<file path="config.mk">
export PLATFORM = sky130hd
export DESIGN_NAME = http_date_to_epoch_seconds_core_flat
export DESIGN_NICKNAME = d
export VERILOG_FILES = /design/src/rtl/hdte_pkg.sv /design/src/rtl/hdte_if.sv /design/src/rtl/hdte_parser.sv /design/src/rtl/hdte_mac.sv /design/src/rtl/http_date_to_epoch_seconds_core.sv /design/src/flat_wrapper.sv
export SDC_FILE = /design/constraint.sdc
export NUM_CORES = 2
export LEC_CHECK = 0
export BUFFER_PORTS_ARGS = -buffer_cell sky130_fd_sc_hd__buf_2
export CORE_ASPECT_RATIO = 0.5
export CORE_MARGIN = 2
export CORE_UTILIZATION = 45
export CTS_CLUSTER_SIZE = 14
export DETAILED_ROUTE_END_ITERATION = 8
export PLACE_DENSITY = 0.61
export SETUP_SLACK_MARGIN = 0.2
export SYNTH_ARGS = -nofsm -noshare
export SYNTH_HDL_FRONTEND = slang
export SYNTH_SLANG_ARGS = --single-unit
</file>
<file path="constraint.sdc">
create_clock -name clk -period 11.2 [get_ports clk]
set_input_delay 0.56 -clock clk [delete_from_list [all_inputs] [get_ports clk]]
set_output_delay 0.56 -clock clk [all_outputs]
set_load 0.01 [all_outputs]
</file>
<file path="src/rtl/hdte_pkg.sv">
package hdte_pkg;

  // Field widths of one word on each channel
  localparam int TEXT_W  = 8;
  localparam int EPOCH_W = 39;

  // Shared multiply-accumulate unit widths
  localparam int OPA_W = 24;
  localparam int OPB_W = 18;
  localparam int PROD_W = OPA_W + OPB_W;
  localparam int ACC_W = 40;

  // Body layout
  localparam logic [4:0] BODY_LAST = 5'd23;

  // Characters
  localparam logic [7:0] CH_SPACE = 8'h20;
  localparam logic [7:0] CH_TAB   = 8'h09;
  localparam logic [7:0] CH_CR    = 8'h0D;
  localparam logic [7:0] CH_LF    = 8'h0A;
  localparam logic [7:0] CH_COMMA = 8'h2C;
  localparam logic [7:0] CH_COLON = 8'h3A;
  localparam logic [7:0] CH_ZERO  = 8'h30;
  localparam logic [7:0] CH_NINE  = 8'h39;
  localparam logic [7:0] CH_G     = 8'h47;
  localparam logic [7:0] CH_M     = 8'h4D;
  localparam logic [7:0] CH_T     = 8'h54;

  // floor(y / 100) == (y * 5243) >> 19 for every y below 10400
  localparam logic signed [OPB_W-1:0] RECIP_100   = 18'sd5243;
  localparam int                      RECIP_SHIFT = 19;
  localparam logic signed [OPB_W-1:0] DAYS_PER_YEAR = 18'sd365;
  localparam logic signed [OPB_W-1:0] SECS_PER_DAY  = 18'sd86400;
  localparam logic signed [OPB_W-1:0] SECS_PER_HOUR = 18'sd3600;
  localparam logic signed [OPB_W-1:0] SECS_PER_MIN  = 18'sd60;
  localparam logic signed [OPB_W-1:0] COEF_POS      = 18'sd1;
  localparam logic signed [OPB_W-1:0] COEF_NEG      = -18'sd1;

  // Year is biased by 400 to stay positive: 719468 + 146097
  localparam logic signed [OPA_W-1:0] DAY_OFFSET = 24'sd865565;
  localparam logic [13:0] YEAR_BIAS    = 14'd400;
  localparam logic [13:0] YEAR_BIAS_JF = 14'd399;

  // Month names, January first, as three ASCII bytes
  localparam logic [23:0] MONTH_NAMES [12] = '{
    24'h4A616E, 24'h466562, 24'h4D6172, 24'h417072, 24'h4D6179, 24'h4A756E,
    24'h4A756C, 24'h417567, 24'h536570, 24'h4F6374, 24'h4E6F76, 24'h446563
  };

  // Day of the March-based year at the first of each month, January first
  localparam logic [8:0] MONTH_DOY_BASE [12] = '{
    9'd306, 9'd337, 9'd0, 9'd31, 9'd61, 9'd92,
    9'd122, 9'd153, 9'd184, 9'd214, 9'd245, 9'd275
  };

  // Parsed fields of one date string
  typedef struct packed {
    logic        ok;
    logic [13:0] year;
    logic [3:0]  month;
    logic [6:0]  day;
    logic [6:0]  hour;
    logic [6:0]  minute;
    logic [6:0]  second;
  } hdte_fields_t;

  // One step for the multiply-accumulate unit
  typedef struct packed {
    logic                    en;
    logic                    load;
    logic signed [OPA_W-1:0] a;
    logic signed [OPB_W-1:0] b;
  } hdte_mac_op_t;

  // Month number 1..12 from its name, 0 when nothing matches
  function automatic logic [3:0] month_from_name(input logic [23:0] name);
    logic [3:0] m;
    m = 4'd0;
    for (int i = 0; i < 12; i++) begin
      if (name == MONTH_NAMES[i]) m = 4'(i + 1);
    end
    return m;
  endfunction

  // March-based day-of-year at the first of month m (1..12)
  function automatic logic [8:0] month_doy_base(input logic [3:0] m);
    logic [8:0] b;
    b = 9'd0;
    for (int i = 0; i < 12; i++) begin
      if (m == 4'(i + 1)) b = MONTH_DOY_BASE[i];
    end
    return b;
  endfunction

endpackage

</file>
<file path="src/rtl/hdte_if.sv">
// Input channel: one string byte per word
interface hdte_in_if;
  logic                          valid;
  logic                          ready;
  logic [hdte_pkg::TEXT_W-1:0]   text_byte;
  logic                          last_byte;

  modport source (output valid, output text_byte, output last_byte, input ready);
  modport sink   (input valid, input text_byte, input last_byte, output ready);
endinterface

// Result channel: one word per string
interface hdte_out_if;
  logic                                valid;
  logic                                ready;
  logic                                date_valid;
  logic signed [hdte_pkg::EPOCH_W-1:0] epoch_seconds;

  modport source (output valid, output date_valid, output epoch_seconds, input ready);
  modport sink   (input valid, input date_valid, input epoch_seconds, output ready);
endinterface

</file>
<file path="src/rtl/hdte_parser.sv">
module hdte_parser (
  input  logic                        clk,
  input  logic                        rst_n,
  input  logic                        fire,
  input  logic [hdte_pkg::TEXT_W-1:0] text_byte,
  input  logic                        last_byte,
  output hdte_pkg::hdte_fields_t      fields
);

  typedef enum logic [2:0] {
    PH_SEARCH = 3'b001,
    PH_BODY   = 3'b010,
    PH_TAIL   = 3'b100
  } phase_t;

  phase_t      phase_r, phase_nxt;
  logic        saw_comma_r, saw_comma_nxt;
  logic [4:0]  pos_r, pos_nxt;
  logic        err_r, err_nxt;
  logic [15:0] letters_r, letters_nxt;
  logic [3:0]  month_r, month_nxt;
  logic [6:0]  day_r, day_nxt;
  logic [13:0] year_r, year_nxt;
  logic [6:0]  hour_r, hour_nxt;
  logic [6:0]  min_r, min_nxt;
  logic [6:0]  sec_r, sec_nxt;

  logic       is_digit;
  logic       is_space;
  logic [3:0] dig;

  assign is_digit = (text_byte >= hdte_pkg::CH_ZERO) && (text_byte <= hdte_pkg::CH_NINE);
  assign is_space = (text_byte == hdte_pkg::CH_SPACE) || (text_byte == hdte_pkg::CH_TAB) ||
                    (text_byte == hdte_pkg::CH_CR) || (text_byte == hdte_pkg::CH_LF);
  assign dig = text_byte[3:0];

  // Per-byte parse step
  always_comb begin
    phase_nxt     = phase_r;
    saw_comma_nxt = saw_comma_r;
    pos_nxt       = pos_r;
    err_nxt       = err_r;
    letters_nxt   = letters_r;
    month_nxt     = month_r;
    day_nxt       = day_r;
    year_nxt      = year_r;
    hour_nxt      = hour_r;
    min_nxt       = min_r;
    sec_nxt       = sec_r;
    if (fire) begin
      unique case (phase_r)
        PH_SEARCH: begin
          if (saw_comma_r && (text_byte == hdte_pkg::CH_SPACE)) begin
            phase_nxt     = PH_BODY;
            pos_nxt       = 5'd0;
            saw_comma_nxt = 1'b0;
          end else begin
            saw_comma_nxt = (text_byte == hdte_pkg::CH_COMMA);
          end
        end
        PH_BODY: begin
          unique case (pos_r)
            5'd0, 5'd1: begin
              if (!is_digit) err_nxt = 1'b1;
              else day_nxt = day_r * 7'd10 + 7'(dig);
            end
            5'd7, 5'd8, 5'd9, 5'd10: begin
              if (!is_digit) err_nxt = 1'b1;
              else year_nxt = year_r * 14'd10 + 14'(dig);
            end
            5'd12, 5'd13: begin
              if (!is_digit) err_nxt = 1'b1;
              else hour_nxt = hour_r * 7'd10 + 7'(dig);
            end
            5'd15, 5'd16: begin
              if (!is_digit) err_nxt = 1'b1;
              else min_nxt = min_r * 7'd10 + 7'(dig);
            end
            5'd18, 5'd19: begin
              if (!is_digit) err_nxt = 1'b1;
              else sec_nxt = sec_r * 7'd10 + 7'(dig);
            end
            5'd2, 5'd6, 5'd11, 5'd20: begin
              if (text_byte != hdte_pkg::CH_SPACE) err_nxt = 1'b1;
            end
            5'd14, 5'd17: begin
              if (text_byte != hdte_pkg::CH_COLON) err_nxt = 1'b1;
            end
            5'd3: letters_nxt = {text_byte, 8'h00};
            5'd4: letters_nxt = {letters_r[15:8], text_byte};
            5'd5: begin
              month_nxt = hdte_pkg::month_from_name({letters_r, text_byte});
              if (month_nxt == 4'd0) err_nxt = 1'b1;
            end
            5'd21: begin
              if (text_byte != hdte_pkg::CH_G) err_nxt = 1'b1;
            end
            5'd22: begin
              if (text_byte != hdte_pkg::CH_M) err_nxt = 1'b1;
            end
            default: begin
              if (text_byte != hdte_pkg::CH_T) err_nxt = 1'b1;
            end
          endcase
          pos_nxt = pos_r + 5'd1;
          if (pos_r >= hdte_pkg::BODY_LAST) phase_nxt = PH_TAIL;
        end
        PH_TAIL: begin
          if (!is_space) err_nxt = 1'b1;
        end
        default: phase_nxt = PH_SEARCH;
      endcase
    end
  end

  // Verdict on the final byte, taken from the updated state
  always_comb begin
    fields.ok     = fire && last_byte && (phase_nxt == PH_TAIL) && !err_nxt &&
                    (month_nxt >= 4'd1) && (month_nxt <= 4'd12) &&
                    (day_nxt >= 7'd1) && (day_nxt <= 7'd31) &&
                    (hour_nxt <= 7'd23) && (min_nxt <= 7'd59) && (sec_nxt <= 7'd60);
    fields.year   = year_nxt;
    fields.month  = month_nxt;
    fields.day    = day_nxt;
    fields.hour   = hour_nxt;
    fields.minute = min_nxt;
    fields.second = sec_nxt;
  end

  // State clears on reset and after every final byte
  always_ff @(posedge clk) begin
    if (!rst_n || (fire && last_byte)) begin
      phase_r     <= PH_SEARCH;
      saw_comma_r <= 1'b0;
      pos_r       <= 5'd0;
      err_r       <= 1'b0;
      letters_r   <= 16'd0;
      month_r     <= 4'd0;
      day_r       <= 7'd0;
      year_r      <= 14'd0;
      hour_r      <= 7'd0;
      min_r       <= 7'd0;
      sec_r       <= 7'd0;
    end else begin
      phase_r     <= phase_nxt;
      saw_comma_r <= saw_comma_nxt;
      pos_r       <= pos_nxt;
      err_r       <= err_nxt;
      letters_r   <= letters_nxt;
      month_r     <= month_nxt;
      day_r       <= day_nxt;
      year_r      <= year_nxt;
      hour_r      <= hour_nxt;
      min_r       <= min_nxt;
      sec_r       <= sec_nxt;
    end
  end

endmodule

</file>
<file path="src/rtl/hdte_mac.sv">
module hdte_mac (
  input  logic                                clk,
  input  hdte_pkg::hdte_mac_op_t              op,
  output logic signed [hdte_pkg::ACC_W-1:0]   acc
);

  logic signed [hdte_pkg::PROD_W-1:0] prod;
  logic signed [hdte_pkg::ACC_W-1:0]  acc_r, acc_nxt;

  // One signed product, added to the accumulator or loaded over it
  assign prod    = op.a * op.b;
  assign acc_nxt = (op.load ? '0 : acc_r) + $signed(prod[hdte_pkg::ACC_W-1:0]);

  always_ff @(posedge clk) begin
    if (op.en) acc_r <= acc_nxt;
  end

  assign acc = acc_r;

endmodule

</file>
<file path="src/rtl/http_date_to_epoch_seconds_core.sv">
// Channel  Dir  Word                              Handshake
// in_if    in   text_byte[7:0], last_byte         valid/ready
// out_if   out  date_valid, epoch_seconds[38:0]   valid/ready
//
// Bytes are taken back to back while in_if.ready is high; a final byte that
// fails the checks gives its word in the next cycle. A valid date then runs
// 10 steps on the shared multiply-accumulate unit, and S_DONE registers the
// word; in_if.ready is low throughout. A byte is taken only while the result
// register is empty or draining. Synchronous active-low reset clears the
// parser and the sequencer.
module http_date_to_epoch_seconds_core (
  input logic        clk,
  input logic        rst_n,
  hdte_in_if.sink    in_if,
  hdte_out_if.source out_if
);

  typedef enum logic [11:0] {
    S_IDLE  = 12'b0000_0000_0001,
    S_QUOT  = 12'b0000_0000_0010,
    S_YEAR  = 12'b0000_0000_0100,
    S_QUART = 12'b0000_0000_1000,
    S_CENT  = 12'b0000_0001_0000,
    S_QUAD  = 12'b0000_0010_0000,
    S_DOY   = 12'b0000_0100_0000,
    S_SCALE = 12'b0000_1000_0000,
    S_HOUR  = 12'b0001_0000_0000,
    S_MIN   = 12'b0010_0000_0000,
    S_SEC   = 12'b0100_0000_0000,
    S_DONE  = 12'b1000_0000_0000
  } state_t;

  state_t state_r, state_nxt;

  logic                   in_fire;
  logic                   in_rdy;
  hdte_pkg::hdte_fields_t fields;
  hdte_pkg::hdte_mac_op_t op;
  logic signed [hdte_pkg::ACC_W-1:0] acc;

  // Operands held while the sequencer runs
  logic [13:0] yb_r;
  logic [8:0]  doy_r;
  logic [4:0]  hour_r;
  logic [5:0]  min_r;
  logic [5:0]  sec_r;
  logic [6:0]  q_r;

  // Result register
  logic                                out_valid_r;
  logic                                out_dv_r;
  logic signed [hdte_pkg::EPOCH_W-1:0] out_epoch_r;

  assign in_rdy      = (state_r == S_IDLE) && (!out_valid_r || out_if.ready);
  assign in_if.ready = in_rdy;
  assign in_fire     = in_if.valid && in_rdy;

  hdte_parser u_parser (
    .clk       (clk),
    .rst_n     (rst_n),
    .fire      (in_fire),
    .text_byte (in_if.text_byte),
    .last_byte (in_if.last_byte),
    .fields    (fields)
  );

  hdte_mac u_mac (
    .clk (clk),
    .op  (op),
    .acc (acc)
  );

  // Sequencer: next step
  always_comb begin
    state_nxt = state_r;
    unique case (state_r)
      S_IDLE:  if (in_fire && fields.ok) state_nxt = S_QUOT;
      S_QUOT:  state_nxt = S_YEAR;
      S_YEAR:  state_nxt = S_QUART;
      S_QUART: state_nxt = S_CENT;
      S_CENT:  state_nxt = S_QUAD;
      S_QUAD:  state_nxt = S_DOY;
      S_DOY:   state_nxt = S_SCALE;
      S_SCALE: state_nxt = S_HOUR;
      S_HOUR:  state_nxt = S_MIN;
      S_MIN:   state_nxt = S_SEC;
      S_SEC:   state_nxt = S_DONE;
      S_DONE:  state_nxt = S_IDLE;
      default: state_nxt = S_IDLE;
    endcase
  end

  // Operand select: days = 365Y + Y/4 - Y/100 + Y/400 + doy - offset
  always_comb begin
    op = '0;
    unique case (state_r)
      S_QUOT: begin
        op.en = 1'b1; op.load = 1'b1;
        op.a  = $signed({10'd0, yb_r}); op.b = hdte_pkg::RECIP_100;
      end
      S_YEAR: begin
        op.en = 1'b1; op.load = 1'b1;
        op.a  = $signed({10'd0, yb_r}); op.b = hdte_pkg::DAYS_PER_YEAR;
      end
      S_QUART: begin
        op.en = 1'b1;
        op.a  = $signed({12'd0, yb_r[13:2]}); op.b = hdte_pkg::COEF_POS;
      end
      S_CENT: begin
        op.en = 1'b1;
        op.a  = $signed({17'd0, q_r}); op.b = hdte_pkg::COEF_NEG;
      end
      S_QUAD: begin
        op.en = 1'b1;
        op.a  = $signed({19'd0, q_r[6:2]}); op.b = hdte_pkg::COEF_POS;
      end
      S_DOY: begin
        op.en = 1'b1;
        op.a  = $signed({15'd0, doy_r}) - hdte_pkg::DAY_OFFSET;
        op.b  = hdte_pkg::COEF_POS;
      end
      S_SCALE: begin
        op.en = 1'b1; op.load = 1'b1;
        op.a  = acc[hdte_pkg::OPA_W-1:0]; op.b = hdte_pkg::SECS_PER_DAY;
      end
      S_HOUR: begin
        op.en = 1'b1;
        op.a  = $signed({19'd0, hour_r}); op.b = hdte_pkg::SECS_PER_HOUR;
      end
      S_MIN: begin
        op.en = 1'b1;
        op.a  = $signed({18'd0, min_r}); op.b = hdte_pkg::SECS_PER_MIN;
      end
      S_SEC: begin
        op.en = 1'b1;
        op.a  = $signed({18'd0, sec_r}); op.b = hdte_pkg::COEF_POS;
      end
      S_IDLE, S_DONE: op = '0;
      default:        op = '0;
    endcase
  end

  // Control state
  always_ff @(posedge clk) begin
    if (!rst_n) begin
      state_r     <= S_IDLE;
      out_valid_r <= 1'b0;
    end else begin
      state_r <= state_nxt;
      if ((state_r == S_DONE) || (in_fire && in_if.last_byte && !fields.ok)) begin
        out_valid_r <= 1'b1;
      end else if (out_if.ready) begin
        out_valid_r <= 1'b0;
      end
    end
  end

  // Operand capture and result payload
  always_ff @(posedge clk) begin
    if (in_fire && fields.ok) begin
      yb_r   <= fields.year +
                ((fields.month <= 4'd2) ? hdte_pkg::YEAR_BIAS_JF : hdte_pkg::YEAR_BIAS);
      doy_r  <= hdte_pkg::month_doy_base(fields.month) + {2'd0, fields.day} - 9'd1;
      hour_r <= fields.hour[4:0];
      min_r  <= fields.minute[5:0];
      sec_r  <= fields.second[5:0];
    end
    // quotient by 100 comes out of the first product
    if (state_r == S_YEAR) q_r <= acc[hdte_pkg::RECIP_SHIFT +: 7];
    if (state_r == S_DONE) begin
      out_dv_r    <= 1'b1;
      out_epoch_r <= acc[hdte_pkg::EPOCH_W-1:0];
    end else if (in_fire && in_if.last_byte && !fields.ok) begin
      out_dv_r    <= 1'b0;
      out_epoch_r <= '0;
    end
  end

  assign out_if.valid         = out_valid_r;
  assign out_if.date_valid    = out_dv_r;
  assign out_if.epoch_seconds = out_epoch_r;

endmodule

</file>
<file path="src/flat_wrapper.sv">
// flat-port wrapper written by rule: the top's interface ports become plain ports
module http_date_to_epoch_seconds_core_flat 
  (clk, rst_n, in_if_valid, in_if_text_byte, in_if_last_byte, in_if_ready, out_if_valid, out_if_date_valid, out_if_epoch_seconds, out_if_ready);
  hdte_in_if in_if_i ();
  hdte_out_if out_if_i ();
  input logic clk;
  input logic rst_n;
  input wire logic [$bits(in_if_i.valid)-1:0] in_if_valid;
  input wire logic [$bits(in_if_i.text_byte)-1:0] in_if_text_byte;
  input wire logic [$bits(in_if_i.last_byte)-1:0] in_if_last_byte;
  output wire logic [$bits(in_if_i.ready)-1:0] in_if_ready;
  output wire logic [$bits(out_if_i.valid)-1:0] out_if_valid;
  output wire logic [$bits(out_if_i.date_valid)-1:0] out_if_date_valid;
  output wire logic [$bits(out_if_i.epoch_seconds)-1:0] out_if_epoch_seconds;
  input wire logic [$bits(out_if_i.ready)-1:0] out_if_ready;
  assign in_if_i.valid = in_if_valid;
  assign in_if_i.text_byte = in_if_text_byte;
  assign in_if_i.last_byte = in_if_last_byte;
  assign in_if_ready = in_if_i.ready;
  assign out_if_valid = out_if_i.valid;
  assign out_if_date_valid = out_if_i.date_valid;
  assign out_if_epoch_seconds = out_if_i.epoch_seconds;
  assign out_if_i.ready = out_if_ready;
  http_date_to_epoch_seconds_core u_core (.clk(clk), .rst_n(rst_n), .in_if(in_if_i), .out_if(out_if_i));
endmodule
</file>
==> Yosys cells after proc, flatten, opt, wreduce, memory -nomap -nowiden <==
Index checks and enable logic that the tools add are counted.
{ "word_totals": {"elab_cells": 254, "ff_bits": 212, "out_inout_bits": 42} }
{ "classes": {"muxes": 81, "n_reduce_logical": 47, "n_eq_ne": 74, "bitwise": 1, "add_sub_neg": 11, "n_lt_le_gt_ge": 11, "multipliers": 6} }
{ "op_table": {"columns": ["operator", "n"], "rows": [
  ["one-hot mux 42 bit (10 select lines)", 1],
  ["== test 24 x 23 -> 1 bit (second input constant)", 12],
  ["one-hot mux 12 bit (11 select lines)", 1],
  ["two-way mux 9 bit", 13],
  ["two-way mux 7 bit", 16],
  ["two-way mux 39 bit", 2],
  ["two-way mux 4 bit", 17],
  ["two-way mux 14 bit", 4],
  ["adder 40 bit", 1],
  ["== test 5 x 4 -> 1 bit (second input constant)", 8],
  ["multiplier 24 x 18 -> 40 bit", 1],
  ["two-way mux 40 bit", 1],
  ["== test 5 bit (second input constant)", 7],
  ["one-hot mux 16 bit (2 select lines)", 1],
  ["adder 7 x 4 -> 7 bit", 4],
  ["multiplier 7 x 3 -> 6 bit (second input constant)", 4],
  ["== test 8 x 4 -> 1 bit (second input constant)", 3],
  ["inequality test 8 x 7 -> 1 bit (second input constant)", 3],
  ["subtractor 9 x 20 -> 21 bit (second input constant)", 1],
  ["== test 4 bit (second input constant)", 5],
  ["== test 5 x 3 -> 1 bit (second input constant)", 4],
  ["== test 4 x 3 -> 1 bit (second input constant)", 4],
  ["== test 8 x 6 -> 1 bit (second input constant)", 2],
  ["logical AND 1 bit", 16],
  ["other kinds (58)", 100]
]} }

==> Longest topological paths before layout <==
{ "depth": {"ltp_word": 35, "ltp_mapped": 36, "ltp_nobuf": 33} }

==> Hierarchy <==
From an unflattened synthesis, not the netlist that was laid out.
{ "hier_totals": {"hier_cells": 2978, "hier_area_um2": 28479.8} }
{ "by_module_without_submodules": {"columns": ["mod", "instances", "seq_area_each_um2", "cells_each", "area_each_um2"], "rows": [
  ["hdte_mac", 1, 1201.2, 1821, 17485.5],
  ["hdte_parser", 1, 1441.4, 673, 5664.2],
  ["http_date_to_epoch_seconds_core", 1, 2862.7, 484, 5330.1]
]} }

==> Worst setup path after synthesis <==
Ideal clock, no wire load.
{ "synth_timing": {"path_kind": "flip-flop to flip-flop", "startpoint": "reg u_core.state_r[6]", "endpoint": "reg u_core.u_mac.acc_r (netlist bit u_core.u_mac.acc[37]) (data pin)", "required_ns": 10.938, "setup_time_ns": 0.262, "arrival_time_ns": 8.436, "slack_ns": 2.502, "stages_incl_launch_ff": 32, "synth_period_minus_slack_ns": 8.698, "cell_sequence": "dfxtp_1 -> buf_6 -> nor4_2 -> nand3_1 -> or3_1 -> nor3b_1 -> clkbuf_1 -> a221o_1 -> nor3b_1 -> clkbuf_1 -> and2_1 -> fa_1 -> inv_1 -> fa_1 -> inv_1 -> fa_1 -> fa_1 -> fa_1 -> fa_1 -> inv_1 -> fa_1 -> inv_1 -> ha_1 -> and2_1 -> and3_1 -> a311o_1 -> a31oi_1 -> o211ai_1 -> or4_1 -> a31oi_1 -> o21ai_1 -> xor2_1"} }
{ "synth_between": {"elab_chain_cells": 5, "elab_cells_between_ends": 16, "cone_classes": "add/sub: 1; mul: 1; eq/ne: 10; mux: 3; reduce/logical: 1"} }
{ "synth_rtl": {"columns": ["element", "line_no", "source"], "rows": [
  ["start: declaration", "http_date_to_epoch_seconds_core.sv:33", "state_t state_r, state_nxt;"],
  ["start signal: assignment", "http_date_to_epoch_seconds_core.sv:149", "state_r <= state_nxt;"],
  ["parallel branches: the longest is 4 deep, another holds multiplier 24 x 18 -> 40 bit", null, null],
  ["adder 40 bit (*)", "hdte_mac.sv:12", "assign acc_nxt = (op.load ? '0 : acc_r) + $signed(prod[hdte_pkg::ACC_W-1:0]);"],
  ["net u_core.u_mac.acc_nxt, one bit", "hdte_mac.sv:8", "logic signed [hdte_pkg::ACC_W-1:0] acc_r, acc_nxt;"],
  ["end signal: assignment", "hdte_mac.sv:15", "if (op.en) acc_r <= acc_nxt;"],
  ["end: declaration", "hdte_mac.sv:8", null]
]} }
Mark *: on every way through the listed nets, which the timed path passes.
A chain may end at the register's enable or synchronous reset.

==> Final worst setup path <==
{ "layout_timing": {"startpoint": "reg u_core.state_r[11]", "endpoint": "reg u_core.u_mac.acc_r (netlist bit u_core.u_mac.acc[37]) (data pin)"} }
Same word-level chain as after synthesis.

==> metrics.txt <==
worst path required time=approximately 12000 ps; die span in y=between 150 and 200 um; Slowest cell on crit path=fa_1; asr flop ratio synth=0; CTS resizes=0; Routed wire per std cell=around 19 um; fmax=~0.10 GHz; Slew headroom=0.349; Starting DRT DRC Count=~1300; Seq/Total Area, Yosys=0.208; LEAKAGE=around 14 nW; number of synthesis warnings=0; post-synthesis cell count=roughly 2600; Setup crit start=u_core.state_r[11]; CTS tree=built; EDFF count, synth=approximately 130; largest area contributor in the netlist=fa_1; fin. max-slew vios=0; CP bufs+invs=4; most frequent cells after synthesis=inv_1 (551), fa_1 (448), ha_1 (191); endpoints failing hold=0; Total Routed Length=67.3 mm; Setup violations, final=0; kind of critical path=register to register; vias in the first global route=19400; final hold slack=slightly above 300 ps; grt ovf=0; maximum VDD drop=roughly 0.35 mV; post-synthesis cell area=around 0.026 mm^2; Yosys reg bits=about 210; vias per inst=roughly 5; Hold Crit Class=input pin to register; global router's overall resource usage=0.231; layout cells sized above 1=0.0531; Ant. Diodes=0; Clock Sinks=211; area share of the largest cell type after synthesis=0.340; Top FF cell, synth=edfxtp_1; main area contributors after synthesis=fa_1 (34%), edfxtp_1 (14%), ha_1 (9.1%); io pins=55; vias=18100; number of antenna violations at the first check in global routing=1; critical path startpoint category=register; worst skew pair latency=570 ps; hold_buf cts=0; Antenna Nets Post-Route=0; post-layout util=0.500; largest net degree at the start of global routing=73; first-pass GRT wire length=roughly 110 mm; DP HPWL=~56 mm; status=finished clean; count leader, synth=inv_1; H-tree Lvls=1; DR pass1 iterations=5; RSZ-0062 raised after global routing=no; Worst path max stage delay=550 ps; Unique masters post-synth=94; CP top delay family=adder cells; clk slew on worst S/H paths=about 60 ps; Final period util=0.885; Setup crit end kind=register; PwrDens=between 200 and 250 mW/mm^2; Final Critical Period=9910 ps; clk_skew=slightly below 20 ps; total clock buffers created by CTS=23; Post-route DRC=0; Max-cap violations=0; Initial Util=0.457; Critical R2R Launch=u_core.state_r[11]; core area=around 0.058 mm^2; CP dominant cell by count=fa_1; gp weighted congestion=roughly 0.96; Layout area overhead=9.24%; Syn Area/Cell=about 10 um^2; row cnt=62; Final nets=~3500; total die area=between 0.06 and 0.07 mm^2; PortBufs=54; data arrival time at the worst-slack endpoint=roughly 10000 ps; Slew @ Worst Pin=between 900 and 1000 ps; CP max FO=20; Root Buffer=clkbuf_16; Clock Tree Buf Depth=3; hold_sp=rst_n; Post-Route Setup TNS=0 ps; Post-CTS Setup Repair Bufs=0; Die X=roughly 350 um
[placed cells by master, fill, tap and decap left out, types with 7 or more instances in the layout]
| master | count |
|---|---|
| a211oi_1 | 9 |
| a21o_1 | 26 |
| a21oi_1 | 88 |
| a31oi_1 | 9 |
| and2_1 | 99 |
| and3_1 | 10 |
| and4_1 | 7 |
| buf_2 | 54 |
| buf_4 | 15 |
| clkbuf_16 | 23 |
| conb_1 | 157 |
| dfxtp_1 | 86 |
| edfxtp_1 | 125 |
| fa_1 | 448 |
| ha_1 | 191 |
| inv_1 | 551 |
| mux2_2 | 12 |
| mux2i_1 | 24 |
| nand2_1 | 181 |
| nand2b_1 | 18 |
| nand3_1 | 40 |
| nand4_1 | 14 |
| nand4b_1 | 16 |
| nor2_1 | 169 |
| nor2b_1 | 42 |
| nor3_1 | 27 |
| nor3b_1 | 14 |
| nor4_1 | 12 |
| o211ai_1 | 7 |
| o21a_1 | 8 |
| o21ai_0 | 59 |
| o21bai_1 | 11 |
| or3_1 | 7 |
| or4_1 | 10 |
| xnor2_1 | 87 |
| xor2_1 | 36 |
[power breakdown]
group	internal (mW)	total, mW	switching, mW
logic	1.77	4.02	2.25
clock network	0.467	0.822	0.355
registers	1.05	1.05	0.000481
total	3.29	5.90	2.61
[cell families (layout without fill, tap and decap cells)]
| group | after synthesis | count (layout) | share of synthesized area |
|---|---|---|---|
| and+or+nand+nor | 713 | 713 | 0.144 |
| adders and majority gates | 639 | 639 | 0.431 |
| buffers and inverters | 624 | 662 | 0.0900 |
| AOI/OAI and AO/OA | 283 | 283 | 0.0699 |
| DFF | 211 | 211 | 0.208 |
| xor gates and xnor gates | 124 | 124 | 0.0417 |
| muxes | 38 | 38 | 0.0157 |
| other | 2 | 157 | 0.000285 |
[flip-flops by register name, indices dropped and copies added (netlist names), 9 cells and up]
register,flops
u_core.doy_r,9
u_core.u_mac.acc,39
u_core.yb_r,14
u_core.out_if.epoch_seconds,39
u_core.u_parser.letters_r,16
u_core.state_r,12
u_core.u_parser.year_r,14
[worst reg2reg max path, delay by kind of cell, from the launching register on]
kind | cells | cell delay (ps)
compound gates | 8 | 2680
fa+ha+maj | 8 | 4090
simple gates | 8 | 2110
xor+xnor | 1 | 140
buf+inv | 4 | 220
flops | 1 | 430
[layout make-up]
| type | instances | area, um^2 |
|---|---|---|
| Timing Repair Buffer | 69 | 383 |
| Sequential cell | 211 | 5480 |
| Clock buffer | 29 | 618 |
| Tap cell | 768 | 961 |
| Multi-Input combinational cell | 1954 | 19100 |
| Inverter | 552 | 2070 |
| Fill cell | 5439 | 28800 |
| Clock inverter | 12 | 165 |
[path summary, 6_finish.rpt]
| path | to | slack, ps | cells after the start |
|---|---|---|---|
| setup / recovery | u_core.u_mac.acc[37] | 1290 | 29 |
| hold / removal | u_core.state_r[0] | 300 | 2 |
| setup reg to reg | u_core.u_mac.acc[37] | 1290 | 29 |
| hold reg to reg | u_core.u_parser.letters_r[6] | 460 | 2 |
[per-layer routing]
layer | track usage | up-vias | wire length, um
li1 | - | 8576 | -
met1 | 0.321 | 9041 | 31300
met2 | 0.384 | 380 | 31300
met3 | 0.0391 | 93 | 3390
met4 | 0.0464 | 0 | 1350
met5 | 0 | - | 0
[per-stage QoR]
| stage | std cells | setup WS [ps] | area [um^2] | power (mW) |
|---|---|---|---|---|
| detailed placement | 3554 | 1360 | 28000 | 5.07 |
| finish | 3595 | 1290 | 28800 | 5.90 |
| global route | 3595 | 771 | 28800 | 6.54 |
| CTS | 3595 | 1340 | 28800 | 5.94 |
| floorplan | 2789 | 2500 | 26900 | 4.19 |
| global placement | 3554 | 1460 | 28000 | 5.01 |
Power figures use the tool's default switching activity.
